### src/hdl/pdms_pkg.sv
// Shared constants, types and control records for the path densifier and smoother.
package pdms_pkg;

    // Store and coordinate sizing
    localparam int MAX_POINTS = 1024;
    localparam int ADDR_W     = $clog2(MAX_POINTS);
    localparam int CNT_W      = ADDR_W + 1;
    localparam int COORD_W    = 24;
    localparam int POINT_W    = 2 * COORD_W;
    localparam int SPACING_W  = 24;
    localparam logic [SPACING_W-1:0] SPACING_RESET = 24'd256;

    // Smoothing window rules
    localparam int MIN_SMOOTH = 25;
    localparam int WIDE_LIMIT = 40;
    localparam int HALF_WIDE  = 20;
    localparam int HALF_NARROW = 10;
    localparam int M_W   = 5;
    localparam int TAP_W = M_W + 1;

    // Arithmetic units
    localparam int DIV_NUM_W   = 32;
    localparam int DIV_DEN_W   = 25;
    localparam int DIV_CNT_W   = $clog2(DIV_NUM_W);
    localparam int SQRT_ROOT_W = 25;
    localparam int SQRT_RAD_W  = 2 * SQRT_ROOT_W;
    localparam int SQRT_REM_W  = SQRT_ROOT_W + 3;
    localparam int SQRT_CNT_W  = $clog2(SQRT_ROOT_W);
    localparam int ACC_W       = 32;

    // Stream field positions
    localparam int TDATA_W = POINT_W;
    localparam int OUT_USER_W = 2;
    localparam int USER_OVF = 0;
    localparam int USER_NR  = 1;
    localparam logic MODE_LOAD  = 1'b0;
    localparam logic MODE_FETCH = 1'b1;

    typedef enum logic [4:0] {
        ST_IDLE,
        ST_DISPATCH,
        ST_SQUARE,
        ST_SQRT_GO,
        ST_SQRT_WAIT,
        ST_K_GO,
        ST_K_WAIT,
        ST_DX_GO,
        ST_DX_WAIT,
        ST_DY_GO,
        ST_DY_WAIT,
        ST_INTERP,
        ST_ANCHOR,
        ST_PLAIN_RD,
        ST_PLAIN_GET,
        ST_ACC,
        ST_ACC_DRAIN,
        ST_SX_GO,
        ST_SX_WAIT,
        ST_SY_GO,
        ST_SY_WAIT,
        ST_EMIT,
        ST_EMPTY
    } pdms_state_t;

    typedef enum logic [2:0] {
        DIV_K,
        DIV_DX,
        DIV_DY,
        DIV_SX,
        DIV_SY
    } pdms_div_sel_t;

    // Controller to datapath
    typedef struct packed {
        logic          latch;
        logic          square;
        logic          sqrt_start;
        logic          div_start;
        logic          div_latch;
        pdms_div_sel_t div_sel;
        logic          interp_write;
        logic          set_ovf;
        logic          anchor_write;
        logic          acc_clear;
        logic          acc_read;
        logic          plain_get;
        logic          emit;
        logic          emit_empty;
    } pdms_cmd_t;

    // Datapath to controller
    typedef struct packed {
        logic mode;
        logic path_ready;
        logic have_point;
        logic count_nz;
        logic full;
        logic k_small;
        logic i_done;
        logic plain;
        logic tap_last;
        logic sqrt_done;
        logic div_done;
        logic out_free;
    } pdms_status_t;

endpackage

### src/hdl/pdms_ctrl.sv
// Controller state machine: sequences anchor loads and result fetches.
module pdms_ctrl
(
    input  logic                   clk,
    input  logic                   rst_n,
    input  logic                   s_tvalid,
    output logic                   s_tready,
    input  pdms_pkg::pdms_status_t status,
    output pdms_pkg::pdms_cmd_t    cmd
);

    pdms_pkg::pdms_state_t state_reg;
    pdms_pkg::pdms_state_t state_next;

    // State register
    always_ff @(posedge clk or negedge rst_n)
    begin
        if (!rst_n)
            state_reg <= pdms_pkg::ST_IDLE;
        else
            state_reg <= state_next;
    end

    // Next state and commands
    always_comb
    begin
        state_next  = state_reg;
        cmd         = '0;
        cmd.div_sel = pdms_pkg::DIV_K;
        s_tready    = 1'b0;
        unique case (state_reg)
            pdms_pkg::ST_IDLE:
            begin
                s_tready  = 1'b1;
                cmd.latch = s_tvalid;
                if (s_tvalid)
                    state_next = pdms_pkg::ST_DISPATCH;
            end
            pdms_pkg::ST_DISPATCH:
            begin
                if (status.mode == pdms_pkg::MODE_LOAD)
                    state_next = status.count_nz ? pdms_pkg::ST_SQUARE : pdms_pkg::ST_ANCHOR;
                else if (!(status.path_ready && status.have_point))
                    state_next = pdms_pkg::ST_EMPTY;
                else if (status.plain)
                    state_next = pdms_pkg::ST_PLAIN_RD;
                else
                begin
                    cmd.acc_clear = 1'b1;
                    state_next    = pdms_pkg::ST_ACC;
                end
            end
            pdms_pkg::ST_SQUARE:
            begin
                cmd.square = 1'b1;
                state_next = pdms_pkg::ST_SQRT_GO;
            end
            pdms_pkg::ST_SQRT_GO:
            begin
                cmd.sqrt_start = 1'b1;
                state_next     = pdms_pkg::ST_SQRT_WAIT;
            end
            pdms_pkg::ST_SQRT_WAIT:
            begin
                if (status.sqrt_done)
                    state_next = pdms_pkg::ST_K_GO;
            end
            pdms_pkg::ST_K_GO:
            begin
                cmd.div_start = 1'b1;
                state_next    = pdms_pkg::ST_K_WAIT;
            end
            pdms_pkg::ST_K_WAIT:
            begin
                cmd.div_latch = status.div_done;
                if (status.div_done)
                    state_next = pdms_pkg::ST_DX_GO;
            end
            pdms_pkg::ST_DX_GO:
            begin
                cmd.div_sel = pdms_pkg::DIV_DX;
                if (status.k_small)
                    state_next = pdms_pkg::ST_ANCHOR;
                else
                begin
                    cmd.div_start = 1'b1;
                    state_next    = pdms_pkg::ST_DX_WAIT;
                end
            end
            pdms_pkg::ST_DX_WAIT:
            begin
                cmd.div_sel   = pdms_pkg::DIV_DX;
                cmd.div_latch = status.div_done;
                if (status.div_done)
                    state_next = pdms_pkg::ST_DY_GO;
            end
            pdms_pkg::ST_DY_GO:
            begin
                cmd.div_sel   = pdms_pkg::DIV_DY;
                cmd.div_start = 1'b1;
                state_next    = pdms_pkg::ST_DY_WAIT;
            end
            pdms_pkg::ST_DY_WAIT:
            begin
                cmd.div_sel   = pdms_pkg::DIV_DY;
                cmd.div_latch = status.div_done;
                if (status.div_done)
                    state_next = pdms_pkg::ST_INTERP;
            end
            pdms_pkg::ST_INTERP:
            begin
                if (status.i_done)
                    state_next = pdms_pkg::ST_ANCHOR;
                else if (status.full)
                begin
                    cmd.set_ovf = 1'b1;
                    state_next  = pdms_pkg::ST_ANCHOR;
                end
                else
                    cmd.interp_write = 1'b1;
            end
            pdms_pkg::ST_ANCHOR:
            begin
                cmd.anchor_write = 1'b1;
                state_next       = pdms_pkg::ST_IDLE;
            end
            pdms_pkg::ST_PLAIN_RD:
            begin
                state_next = pdms_pkg::ST_PLAIN_GET;
            end
            pdms_pkg::ST_PLAIN_GET:
            begin
                cmd.plain_get = 1'b1;
                state_next    = pdms_pkg::ST_EMIT;
            end
            pdms_pkg::ST_ACC:
            begin
                cmd.acc_read = 1'b1;
                if (status.tap_last)
                    state_next = pdms_pkg::ST_ACC_DRAIN;
            end
            pdms_pkg::ST_ACC_DRAIN:
            begin
                state_next = pdms_pkg::ST_SX_GO;
            end
            pdms_pkg::ST_SX_GO:
            begin
                cmd.div_sel   = pdms_pkg::DIV_SX;
                cmd.div_start = 1'b1;
                state_next    = pdms_pkg::ST_SX_WAIT;
            end
            pdms_pkg::ST_SX_WAIT:
            begin
                cmd.div_sel   = pdms_pkg::DIV_SX;
                cmd.div_latch = status.div_done;
                if (status.div_done)
                    state_next = pdms_pkg::ST_SY_GO;
            end
            pdms_pkg::ST_SY_GO:
            begin
                cmd.div_sel   = pdms_pkg::DIV_SY;
                cmd.div_start = 1'b1;
                state_next    = pdms_pkg::ST_SY_WAIT;
            end
            pdms_pkg::ST_SY_WAIT:
            begin
                cmd.div_sel   = pdms_pkg::DIV_SY;
                cmd.div_latch = status.div_done;
                if (status.div_done)
                    state_next = pdms_pkg::ST_EMIT;
            end
            pdms_pkg::ST_EMIT:
            begin
                if (status.out_free)
                begin
                    cmd.emit   = 1'b1;
                    state_next = pdms_pkg::ST_IDLE;
                end
            end
            pdms_pkg::ST_EMPTY:
            begin
                if (status.out_free)
                begin
                    cmd.emit_empty = 1'b1;
                    state_next     = pdms_pkg::ST_IDLE;
                end
            end
            default:
            begin
                state_next = pdms_pkg::ST_IDLE;
            end
        endcase
    end

endmodule

### config.mk
export PLATFORM = sky130hd
export DESIGN_NAME = pdms_ctrl
export DESIGN_NICKNAME = d
export VERILOG_FILES = /design/src/hdl/pdms_pkg.sv /design/src/hdl/pdms_ctrl.sv
export SDC_FILE = /design/constraint.sdc
export NUM_CORES = 1
export LEC_CHECK = 0
export ABC_CLOCK_PERIOD_IN_PS = 2000
export BUFFER_PORTS_ARGS = -buffer_cell sky130_fd_sc_hd__clkbuf_2
export CORE_MARGIN = 2
export CORE_UTILIZATION = 48
export DETAILED_ROUTE_END_ITERATION = 7
export GPL_TIMING_DRIVEN = 1
export PLACE_DENSITY = 0.78
export SYNTH_ARGS = -nofsm -noshare
export SYNTH_HDL_FRONTEND = slang
export SYNTH_SLANG_ARGS = --single-unit
### constraint.sdc
create_clock -name clk -period 2 [get_ports clk]
set_input_delay 0.2 -clock clk [delete_from_list [all_inputs] [get_ports clk]]
set_output_delay 0.2 -clock clk [all_outputs]
set_load 0.005 [all_outputs]
==> results.md, run 1 <==
* Run status: completed
* Arrival time of the worst setup path at around 1.8 ns
* Area Overhead vs Synth at 36.4%
* Antenna diode instance count at 0
* Number of endpoints failing setup at the final stage at 0
* Worst path max stage delay at 0.46 ns
* Drt first-iter violations at slightly above 40
* Post-synth ARST share at 100%
* Final std cells w/o fill at about 170
* Min cycle time layout at just under 2 ns
* WS Path Type: flop to primary output
* Total length of routed wires at around 2.4 mm
* Average detailed-routed wire length per instance at approximately 14 um
* Achievable clock frequency at 0.511 GHz
* Gp weighted congestion at between 1 and 1.5
* Clk root buf: sky130_fd_sc_hd__clkbuf_4
* VDD IR max at about 750 uV
* Number of distinct library cell variants in the gate-level netlist after synthesis at 42
* Drt drc at 0
* Maximum fanout encountered on the critical timing path at 6
* RSZ-0062 raised after global routing: yes
* Logic gate share of total power at 79.3%
* Transition at the pin with the smallest max-transition slack at between 0.3 and 0.4 ns
* Internal power component at between 0.0009 and 0.001 W
* Number of violations of the max-capacitance limit at 0
* Hold slack at 0.310 ns
* Share of the core filled with cells in the final layout at between 70 and 80%
* Ratio of total power to cell area at about 1600 mW/mm^2
* Number of cells produced by synthesis at between 100 and 150
* Final-layout fill cell count at between 100 and 150
* Number of hold-slack violations in the final timing report at 0
* Clock Skews at ~0.0044 ns
* Count of synthesis-stage warnings from yosys at 0
* Horiz. Die Dim at roughly 45 um
* Sequential fraction of design power at ~14%
* Part of the cycle the worst path needs at between 90% and 100%
* Clock slew at reported path FFs at 0.05 ns
* Maximum number of pins on one net before global-route repair at 19
* Primary FF master, synth: sky130_fd_sc_hd__dfrtp_1
* Topmost layer with routed signal wires: met3
* CP max stage cell: sky130_fd_sc_hd__or3b_4
* Count of flip-flops with a built-in enable after synthesis at 0
* # placed instances at around 160
* Die height at approximately 45 um
* Clock sinks at 5
* Via density per instance at just under 6
* Post-detailed-route count of antenna-violating nets at 0
* Worst min-delay path class: input pin to asynchronous set/reset pin
* P_leak at ~0.50 nW
* Syn_nets at 121
* Headroom to the max-slew limit at 75.5%
* Worst endpoint required time at between 1.5 and 2 ns
* Number of global-route vias before repair at 836
* Kind of start point of the critical path: flop
* Port bufs at 31
* Number of iterations in the first detailed-routing pass at 4
* Share of cells above drive strength 1 at roughly 43%
* Maximum buffer depth of the clock tree at 2
* Final Slew Violations at 0
* DRT met1 WL at 990 um
* Vias post-DR at between 900 and 1000
* Number of nets in the layout at 165
* Kind of end point of the critical path: primary output
* Routed met2 length at between 1 and 1.5 mm
* I/O pin count at 32
* Series of cell instances along the critical path: or3b_4, nor4b_4, nand3_1, nor2_1, buf_2
* Overall die area at 0.00202 sq mm
* Clock H-tree levels at 1
* Share of synthesized area occupied by flip-flops and latches at between 10% and 20%
* Count of state elements after synthesis at 5
* Remaining global-route overflow at 0
* Average footprint of a synthesized cell at 7.59 sq um
* Placement Rows at 14
* Antenna violations before repair at 0
* Net switching power at 0.000822 W
* Core outline area at ~0.0015 sq mm
* Max FFs per register at 5
* Mapped Area at about 800 sq um
* GR Util All Layers at between 20% and 30%
* Placed wire-length estimate after detailed placement at 1.84 mm
* Routed length on met3 at around 170 um
* Worst-Skew Late Latency at ~0.24 ns
* TritonCTS clock tree: built
* Share of total power in the clock network at around 6.5%
* Starting density of the core at a little over half
* Global-route wire length before repair at 3.70 mm
* Number of clock buffers inserted by TritonCTS at 3
* Switching share of power at between 40% and 50%
==> per-stage QoR <==
step | area, sq um | setup WS, ns | TNS [ns] | total power [W]
final | 1100 | 0.0446 | 0 | 0.00174
after global routing | 1100 | -0.0424 | -0.0629 | 0.00187
after CTS | 1060 | 0.000672 | 0 | 0.00163
after detailed placement | 1020 | 0.117 | 0 | 0.00151
after global placement | 1020 | 0.129 | 0 | 0.00149
after floorplan | 805 | 0.170 | 0 | 0.00116
==> repair_timing <==
item                                   CTS  global route
hold buffers                             1             0
endpoints found under the hold margin    5             0
setup buffers                            1             4
gates resized for setup                  1             4
setup endpoints to repair                1             4
pin swaps                                1             4
==> Yosys cell counts (2+ instances only) <==
cell type,instances,area (sq um)
sky130_fd_sc_hd__a211oi_1,2,15.0
sky130_fd_sc_hd__a21oi_1,4,20.0
sky130_fd_sc_hd__a221oi_1,2,17.5
sky130_fd_sc_hd__a32o_1,2,20.0
sky130_fd_sc_hd__and2_1,2,12.5
sky130_fd_sc_hd__buf_2,4,20.0
sky130_fd_sc_hd__buf_4,2,15.0
sky130_fd_sc_hd__clkbuf_1,3,11.3
sky130_fd_sc_hd__dfrtp_1,5,125
sky130_fd_sc_hd__inv_1,4,15.0
sky130_fd_sc_hd__mux2_4,3,45.0
sky130_fd_sc_hd__mux2i_1,2,20.0
sky130_fd_sc_hd__nand2_1,8,30.0
sky130_fd_sc_hd__nand2b_1,4,25.0
sky130_fd_sc_hd__nand3_1,5,25.0
sky130_fd_sc_hd__nor2_1,13,48.8
sky130_fd_sc_hd__nor2b_1,3,18.8
sky130_fd_sc_hd__nor3_1,7,35.0
sky130_fd_sc_hd__nor3b_1,2,15.0
sky130_fd_sc_hd__nor4_1,3,18.8
sky130_fd_sc_hd__o21ai_0,3,15.0
sky130_fd_sc_hd__o22ai_1,2,12.5
sky130_fd_sc_hd__xor2_1,2,17.5
==> power groups by stage <==
stage	Sequential, W	Clock, W	Combinational [W]
global route	0.000255	0.000117	0.00149
floorplan	0.000176	0	0.000987
global placement	0.000239	0	0.00125
detailed placement	0.000241	0	0.00127
CTS	0.000241	0.000112	0.00128
finish	0.000246	0.000114	0.00138
==> logic make-up (layout without fill, tap and decap cells) <==
logic type,count (synthesis),after routing,synth area share [%]
AO/OA/AOI/OAI,24,24,23.6
multiplexers,5,5,8.09
flip-flops,5,5,15.6
AND/OR/NAND/NOR,53,53,38.7
XOR/XNOR,3,3,3.27
buffers and inverters,15,58,9.49
adder cells (fa/ha/maj),1,1,1.24
==> cell usage in the layout (no fill, tap or decap), types with 3 or more instances in the layout <==
| cell | instances |
|---|---|
| sky130_fd_sc_hd__nor2b_1 | 3 |
| sky130_fd_sc_hd__a21oi_1 | 4 |
| sky130_fd_sc_hd__o21ai_0 | 3 |
| sky130_fd_sc_hd__nor3_1 | 7 |
| sky130_fd_sc_hd__nor2_1 | 13 |
| sky130_fd_sc_hd__nand2b_1 | 4 |
| sky130_fd_sc_hd__nand3_1 | 5 |
| sky130_fd_sc_hd__clkbuf_4 | 3 |
| sky130_fd_sc_hd__buf_4 | 17 |
| sky130_fd_sc_hd__inv_1 | 4 |
| sky130_fd_sc_hd__nand2_1 | 8 |
| sky130_fd_sc_hd__nor4_1 | 3 |
| sky130_fd_sc_hd__mux2_4 | 3 |
| sky130_fd_sc_hd__dfrtp_2 | 3 |
| sky130_fd_sc_hd__clkbuf_2 | 30 |
==> worst max-delay path, delay by kind of cell, from the launching register on <==
kind,cells,cell delay [ns]
AND/OR/NAND/NOR,4,0.98
buffers and inverters,1,0.11
flip-flops,1,0.44
==> metal layers <==
metal	up-vias	track usage, %
met3	0	3.20
met2	52	43.1
met4	0	2.35
met5	-	0
li1	477	-
met1	438	33.6
==> worst paths after layout <==
path | cells past startpoint | end | slack [ns] | start
setup / recovery | 5 | cmd[4] | 0.04 | state_reg[2]
min in group clk | 4 | state_reg[1] | 0.42 | status[4]
setup reg to reg | 7 | state_reg[2] | 0.06 | state_reg[4]
max in group asynchronous | 2 | state_reg[4] | 1.54 | rst_n
hold reg to reg | 2 | state_reg[4] | 0.72 | state_reg[4]
hold / removal | 2 | state_reg[3] | 0.31 | rst_n
==> layout make-up <==
cell class | count | area, sq um | share of cell area (%)
Clock buffer | 4 | 26.3 | 2.39
Inverter | 4 | 15.0 | 1.37
Multi-Input combinational cell | 86 | 603 | 55.0
Sequential cell | 5 | 129 | 11.7
Tap cell | 16 | 20.0 | 1.82
Timing Repair Buffer | 50 | 304 | 27.7
(Power assumes the default switching activity.)
==> run 2: changes to the inputs <==
REMOVE_ABC_BUFFERS = 1   (was unset)
==> run 2 against run 1 <==
Compared with the run above: critical path depth did not move; sequential cell count did not move; first-iteration DRC count fell by 20%; via count rose by 5.8%; power rose by 3.1%; design area rose by 4.4%; clock power barely moved; highest routed layer is now met4.
==> results.md, run 2 (synthesis results as in run 1) <==
* Run status: completed
* Slack of the worst reg-to-reg path at 0.10 ns (+0.04 ns)
* Startpoint of the worst-slack reg-to-reg timing path: state_reg[1]
* Maximum buffer depth of the clock tree at 2 (unchanged)
* Net switching power at 0.000843 W (+2.5%)
* Achievable clock frequency at 0.518 GHz (+1.4%)
* RSZ-0062 raised after global routing: yes
* Clock slew at reported path FFs at 0.04 ns (about the same)
* Number of hold-slack violations in the final timing report at 0 (unchanged)
* Clock H-tree levels at 1 (unchanged)
* # placed instances at 161 (+3.9%)
* Part of the cycle the worst path needs at 96.5% (-1.3 points)
* Number of clock buffers inserted by TritonCTS at 3 (unchanged)
* Final-layout fill cell count at 122 (-6.9%)
* Worst endpoint required time at 1.80 ns (about the same)
* Internal power component at 0.000948 W (+3.6%)
* Port bufs at 31 (unchanged)
* WS Path Type: flop to primary output
* Number of nets in the layout at 171 (+3.6%)
* Ratio of total power to cell area at 1560 mW/mm^2 (-1.3%)
* Most frequent cells in the layout: sky130_fd_sc_hd__clkbuf_2 (30), sky130_fd_sc_hd__buf_4 (24), sky130_fd_sc_hd__nor2_1 (13), sky130_fd_sc_hd__nand2_1 (8), sky130_fd_sc_hd__nor3_1 (7)
* Final std cells w/o fill at 171 (+3.6%)
* Hold slack at 0.305 ns (-0.00501 ns)
* Antenna diode instance count at 0 (unchanged)
* Average detailed-routed wire length per instance at 14.6 um (+1.1%)
* Starting density of the core at 52.2% (unchanged)
* Post-detailed-route count of antenna-violating nets at 0 (unchanged)
* Drt first-iter violations at 33 (-20%)
* Area Overhead vs Synth at 42.5%
* Placed wire-length estimate after detailed placement at 1.86 mm (+1.2%)
* Horiz. Die Dim at 44.9 um (unchanged)
* Total length of routed wires at 2.50 mm (+4.8%)
* Min cycle time layout at 1.93 ns (-0.0263 ns)
* Worst setup slack after layout at 0.0709 ns (+0.0263 ns)
* VDD IR max at 919 uV (+22%)
* Logic gate share of total power at 79.5% (+0.2 points)
* Final Slew Violations at 0 (unchanged)
* Maximum number of pins on one net before global-route repair at 15 (-4)
* Worst min-delay path class: input pin to asynchronous set/reset pin
* Most common cell after layout, fill and taps aside: sky130_fd_sc_hd__clkbuf_2
* Reg2Reg Capture Point: state_reg[2]
* Sum of negative setup slack at 0 ns (unchanged)
* Core outline area at 0.00154 sq mm (unchanged)
* Global-route wire length before repair at 4.04 mm (+9.3%)
* Number of cells on the worst reg-to-reg path at 5 (-2)
* Remaining global-route overflow at 0 (unchanged)
* Tot Pwr at 0.00179 W (+3.1%)
* P_leak at 0.531 nW (+5.3%)
* Drt drc at 0 (unchanged)
* Clock Skews at 0.00170 ns (-0.00272 ns)
* Maximum fanout encountered on the critical timing path at 4 (-2)
* Switching share of power at 47.1% (-0.25 points)
* Transition at the pin with the smallest max-transition slack at 0.411 ns (+0.0527 ns)
* Share of cells above drive strength 1 at 46.5% (+3.5 points)
* Share of total power in the clock network at 6.5% (about the same)
* Clock sinks at 5 (unchanged)
* Die height at 44.9 um (unchanged)
* GR Util All Layers at 26.9% (+2.2 points)
* Vias post-DR at 1023 (+5.8%)
* Gp weighted congestion at 0.917 (-11%)
* Number of endpoints failing setup at the final stage at 0 (unchanged)
* Clk root buf: sky130_fd_sc_hd__clkbuf_4
* Placement-stage worst setup slack at 0.0491 ns (-0.0675 ns)
* Kind of start point of the critical path: flop
* Number of violations of the max-capacitance limit at 0 (unchanged)
* Number of iterations in the first detailed-routing pass at 4 (unchanged)
* Via density per instance at 5.98 (+2.1%)
* Headroom to the max-slew limit at 71.9% (-3.6 points)
* Worst-Skew Late Latency at 0.24 ns (about the same)
* I/O pin count at 32 (unchanged)
* Max FFs per register at 5 (unchanged)
* TritonCTS clock tree: built
* Placement Rows at 14 (unchanged)
* Overall die area at 0.00202 sq mm (unchanged)
* Antenna violations before repair at 0 (unchanged)
* Arrival time of the worst setup path at 1.73 ns (-0.03 ns)
* Kind of end point of the critical path: primary output
* Sequential fraction of design power at 14.0% (-0.2 points)
* Number of global-route vias before repair at 949 (+14%)
[run 2: critical path, stage by stage (launching register included)]
cell                      delay (ns)
sky130_fd_sc_hd__dfrtp_2        0.43
sky130_fd_sc_hd__or3b_4         0.45
sky130_fd_sc_hd__nor4b_4        0.26
sky130_fd_sc_hd__nand3_1        0.13
sky130_fd_sc_hd__nor2_1         0.10
sky130_fd_sc_hd__buf_2          0.11
[run 2: how the worst max path moves through the flow]
stage                 start      endpoint  slack (ns)  depth (start not counted)
2_1_floorplan  state_reg[0]  state_reg[2]       -0.08                          5
3_3_place_gp   state_reg[2]  state_reg[1]        0.13                          5
3_5_place_dp   state_reg[2]  state_reg[2]        0.05                          5
4_1_cts        state_reg[4]        cmd[4]        0.01                          5
5_1_grt        state_reg[4]        cmd[4]       -0.03                          5
6_report       state_reg[2]        cmd[4]        0.07                          5
[run 2: per-stage QoR]
stage          instance area [sq um]  utilization [%]
2_1_floorplan                    743                -
3_3_place_gp                    1060             68.8
3_5_place_dp                    1060             68.8
4_1_cts                         1120             72.4
5_1_grt                         1150             74.4
6_report                        1150             74.4
[run 2: cell type report]
class	count	area (sq um)	area share, %
clock buffers	4	26.3	2.29
inverters	4	15.0	1.31
multi-input cells	86	609	53.2
flip-flops and latches	5	130	11.4
well taps	16	20.0	1.75
repair buffers	56	345	30.1
[run 2: what timing repair did]
action	CTS	global route
resized for setup	3	3
setup endpoints to repair	1	6
hold buffers	1	0
buffers inserted	2	3
pin swaps	1	2
endpoints found under the hold margin	5	0
[run 2: power groups by stage]
| stage | registers (W) | logic (W) | clock network (W) |
|---|---|---|---|
| 2_1_floorplan | 0.000355 | 0.000710 | 0 |
| 3_3_place_gp | 0.000253 | 0.00129 | 0 |
| 3_5_place_dp | 0.000261 | 0.00131 | 0 |
| 4_1_cts | 0.000247 | 0.00137 | 0.000120 |
| 5_1_grt | 0.000260 | 0.00154 | 0.000128 |
| 6_report | 0.000251 | 0.00142 | 0.000116 |
[run 2: routing by layer]
layer	share of wire (%)	track usage, %	routed length (um)	vias to the layer above
li1	-	-	-	489
met1	43	35.6	1080	472
met2	48	43.4	1210	58
met3	7.3	3.60	183	4
met4	1.0	11.8	26	0
met5	0	0	0	-
==> run 3: changes to the inputs <==
ABC_AREA = 1   (was unset)
CORE_UTILIZATION = 30   (was 48)
PLACE_DENSITY = 0.52   (was 0.78)
==> run 3 against run 2 <==
Compared with the run above: combinational power fell by 30%; fmax rose by 5.0%; critical path type unchanged; first-iteration DRC count rose by 9.1%; die area rose by 69%; via count rose by 6.2%; sequential cell count did not move; clock skew fell by 0.00078 ns; sequential power fell by 3%; non-clock buffer count fell by 23; critical path depth rose by 1; clock-buffer cell count did not move.
==> results.md, run 3 <==
* Max FFs per register at 5 (unchanged)
* Maximum fanout encountered on the critical timing path at 9 (+5)
* CP Launch Point: state_reg[2]
* Share of cells above drive strength 1 at 29.9% (-17 points)
* Worst-Skew Late Latency at 0.24 ns (about the same)
* Synth top area cells: sky130_fd_sc_hd__nand2_1 (18%), sky130_fd_sc_hd__nand3_1 (16%), sky130_fd_sc_hd__dfrtp_1 (14%)
* Number of cells on the worst reg-to-reg path at 9 (+4)
* Number of distinct library cell variants in the gate-level netlist after synthesis at 27 (-36%)
* Run status: completed
* Part of the cycle the worst path needs at 91.9% (-4.6 points)
* Kind of start point of the critical path: flop
* Simple-Gate Fraction of Synth Area at 65.0% (+26 points)
* Clock H-tree levels at 1 (unchanged)
* Number of endpoints failing setup at the final stage at 0 (unchanged)
* Via density per instance at 4.98 (-17%)
* Achievable clock frequency at 0.544 GHz (+5.0%)
* Kind of end point of the critical path: primary output
* Final Slew Violations at 0 (unchanged)
* Gp weighted congestion at 0.824 (-10%)
* Worst endpoint required time at 1.80 ns (about the same)
* Starting density of the core at 32.0% (-20 points)
* Count of state elements after synthesis at 5 (unchanged)
* Placed wire-length estimate after detailed placement at 2.16 mm (+16%)
* Drt first-iter violations at 36 (+9.1%)
* Count of flip-flops with a built-in enable after synthesis at 0 (unchanged)
* Min cycle time layout at 1.84 ns (-0.0912 ns)
* Area share of the largest cell type after synthesis at 17.7% (+2.2 points)
* Worst min-delay path class: input pin to asynchronous set/reset pin
* Share of the core filled with cells in the final layout at 39.0% (-35 points)
* Startpoint of the worst-slack reg-to-reg timing path: state_reg[4]
* Port bufs at 31 (unchanged)
* Antenna violations before repair at 0 (unchanged)
* Antenna diode instance count at 0 (unchanged)
* P_leak at 0.693 nW (+30%)
* Post-synthesis compound-gate area fraction at 6.05% (-18 points)
* Share of synthesized area occupied by flip-flops and latches at 14.1% (-1.5 points)
* Maximum buffer depth of the clock tree at 2 (unchanged)
* Number of clock buffers inserted by TritonCTS at 3 (unchanged)
* VDD IR max at 627 uV (-32%)
* Transition at the pin with the smallest max-transition slack at 0.413 ns (+0.00212 ns)
* Post-synth ARST share at 100% (unchanged)
* Mapped Area at 890 sq um (+11%)
* Ratio of total power to cell area at 1240 mW/mm^2 (-20%)
* Vias post-DR at 1086 (+6.2%)
* Drt drc at 0 (unchanged)
* Die height at 58.5 um (+30%)
* Adder-cell area share of the yosys netlist at 0% (-1.2 points)
* Most common cell after layout, fill and taps aside: sky130_fd_sc_hd__nand2_1
* Placement Rows at 19 (+5)
* Number of nets in the layout at 203 (+19%)
* Sum of negative setup slack at 0 ns (unchanged)
* Global-route wire length before repair at 4.27 mm (+5.6%)
* Clock Skews at 0.000926 ns (-0.000776 ns)
* Count of synthesis-stage warnings from yosys at 0 (unchanged)
* Clk root buf: sky130_fd_sc_hd__clkbuf_4
* Multiplexer fraction of the synthesized cell area at 0% (-8.1 points)
* GR Util All Layers at 16.2% (-11 points)
* Commonest cells in the synthesized netlist: sky130_fd_sc_hd__nand2_1 (42), sky130_fd_sc_hd__nand3_1 (29), sky130_fd_sc_hd__nor2_1 (22)
* Most frequent cells in the layout: sky130_fd_sc_hd__nand2_1 (42), sky130_fd_sc_hd__clkbuf_2 (31), sky130_fd_sc_hd__nand3_1 (29), sky130_fd_sc_hd__nor2_1 (22), sky130_fd_sc_hd__inv_1 (19)
* Clock sinks at 5 (unchanged)
* Overall die area at 0.00342 sq mm (+69%)
* Remaining global-route overflow at 0 (unchanged)
* Number of iterations in the first detailed-routing pass at 4 (unchanged)
* Post-detailed-route count of antenna-violating nets at 0 (unchanged)
* Core outline area at 0.00278 sq mm (+80%)
* Total length of routed wires at 2.57 mm (+3.0%)
* Number of violations of the max-capacitance limit at 0 (unchanged)
* Number of global-route vias before repair at 976 (+2.8%)
* Main combinational cell family by area after synthesis: simple AND/OR/NAND/NOR gates
* Headroom to the max-slew limit at 72.4% (+0.54 points)
* TritonCTS clock tree: built
* Maximum number of pins on one net before global-route repair at 13 (-2)
* RSZ-0062 raised after global routing: no
* WS Path Type: flop to primary output
* Arrival time of the worst setup path at 1.64 ns (-0.09 ns)
* Post_cts resized at 0 (-3)
* Primary FF master, synth: sky130_fd_sc_hd__dfrtp_1
* Horiz. Die Dim at 58.5 um (+30%)
* Top cell type by total area after synthesis: sky130_fd_sc_hd__nand2_1
* Average footprint of a synthesized cell at 5.74 sq um (-24%)
* Most common cell in the netlist: sky130_fd_sc_hd__nand2_1
* Area Overhead vs Synth at 21.9%
* XOR/XNOR Fraction of Synth Area at 0% (-3.3 points)
* Number of cells produced by synthesis at 155 (+46%)
* Number of hold-slack violations in the final timing report at 0 (unchanged)
* I/O pin count at 32 (unchanged)
* Average detailed-routed wire length per instance at 11.8 um (-19%)
* Clock slew at reported path FFs at 0.04 ns (about the same)
[run 3: changes by cell type in the layout (fill, tap and decap cells not counted), sizes merged, moves of 5 or more]
cell	change
nand2	+37
inv	+20
buf	-24
nor2	+17
nor3	-5
nand3	+27
[run 3: per-layer routing]
metal | up-vias | global-route usage, % | wire [um]
met5 | - | 0 | 0
met4 | 0 | 3.99 | 14
met3 | 2 | 3.74 | 194
met2 | 50 | 26.2 | 1240
met1 | 476 | 21.8 | 1120
li1 | 558 | - | -
[run 3: cells by family after synthesis]
family,count (synthesis)
AO/OA/AOI/OAI,8
buffers and inverters,29
AND/OR/NAND/NOR,113
flip-flops,5
[run 3: power breakdown]
group	total [W]	leakage (nW)	switching, W	internal (W)
Combinational	0.000989	0.614	0.000653	0.000335
Sequential	0.000244	0.0638	0.0000957	0.000148
Clock	0.000116	0.0150	0.0000403	0.0000753
Total	0.00135	0.693	0.000789	0.000558
[run 3: path summary, 6_finish.rpt]
kind / to / slack [ns]
max in group asynchronous: state_reg[0] / 1.56
min reg2reg: state_reg[0] / 0.67
max: cmd[4] / 0.16
max reg2reg: state_reg[0] / 0.38
min: state_reg[3] / 0.31
min in group clk: state_reg[2] / 0.36
[run 3: layout make-up]
cell class / instances / area (sq um)
clock buffer: 4 / 26.3
fill: 315 / 1700
inverter: 24 / 90.1
multi-input combinational: 121 / 632
sequential: 5 / 125
tap: 31 / 38.8
timing repair buffer: 33 / 173
[run 3: metrics by stage]
step / cell area, sq um / instances / hold WS (ns) / worst slack [ns] / power [W]
floorplan: 847 / 150 / -0.0956 / 0.505 / 0.000941
global placement: 1050 / 213 / 0.0221 / 0.397 / 0.00123
detailed placement: 1050 / 213 / 0.0230 / 0.388 / 0.00123
CTS: 1080 / 218 / 0.304 / 0.166 / 0.00136
global route: 1080 / 218 / 0.324 / 0.0147 / 0.00151
finish: 1080 / 218 / 0.306 / 0.162 / 0.00135
[run 3: critical path, stage by stage, from the launching register on]
cell and delay [ns]:
sky130_fd_sc_hd__dfrtp_1 0.49, sky130_fd_sc_hd__nor2_4 0.28, sky130_fd_sc_hd__inv_1 0.17, sky130_fd_sc_hd__nor2_4 0.18, sky130_fd_sc_hd__nand3_1 0.08, sky130_fd_sc_hd__nor2_1 0.09
sky130_fd_sc_hd__clkbuf_2 0.11
[run 3: what timing repair did]
item | 4_1_cts | 5_1_grt
endpoints found under the hold margin | 5 | 0
hold buffers | 1 | 0
buffers inserted | 0 | 0
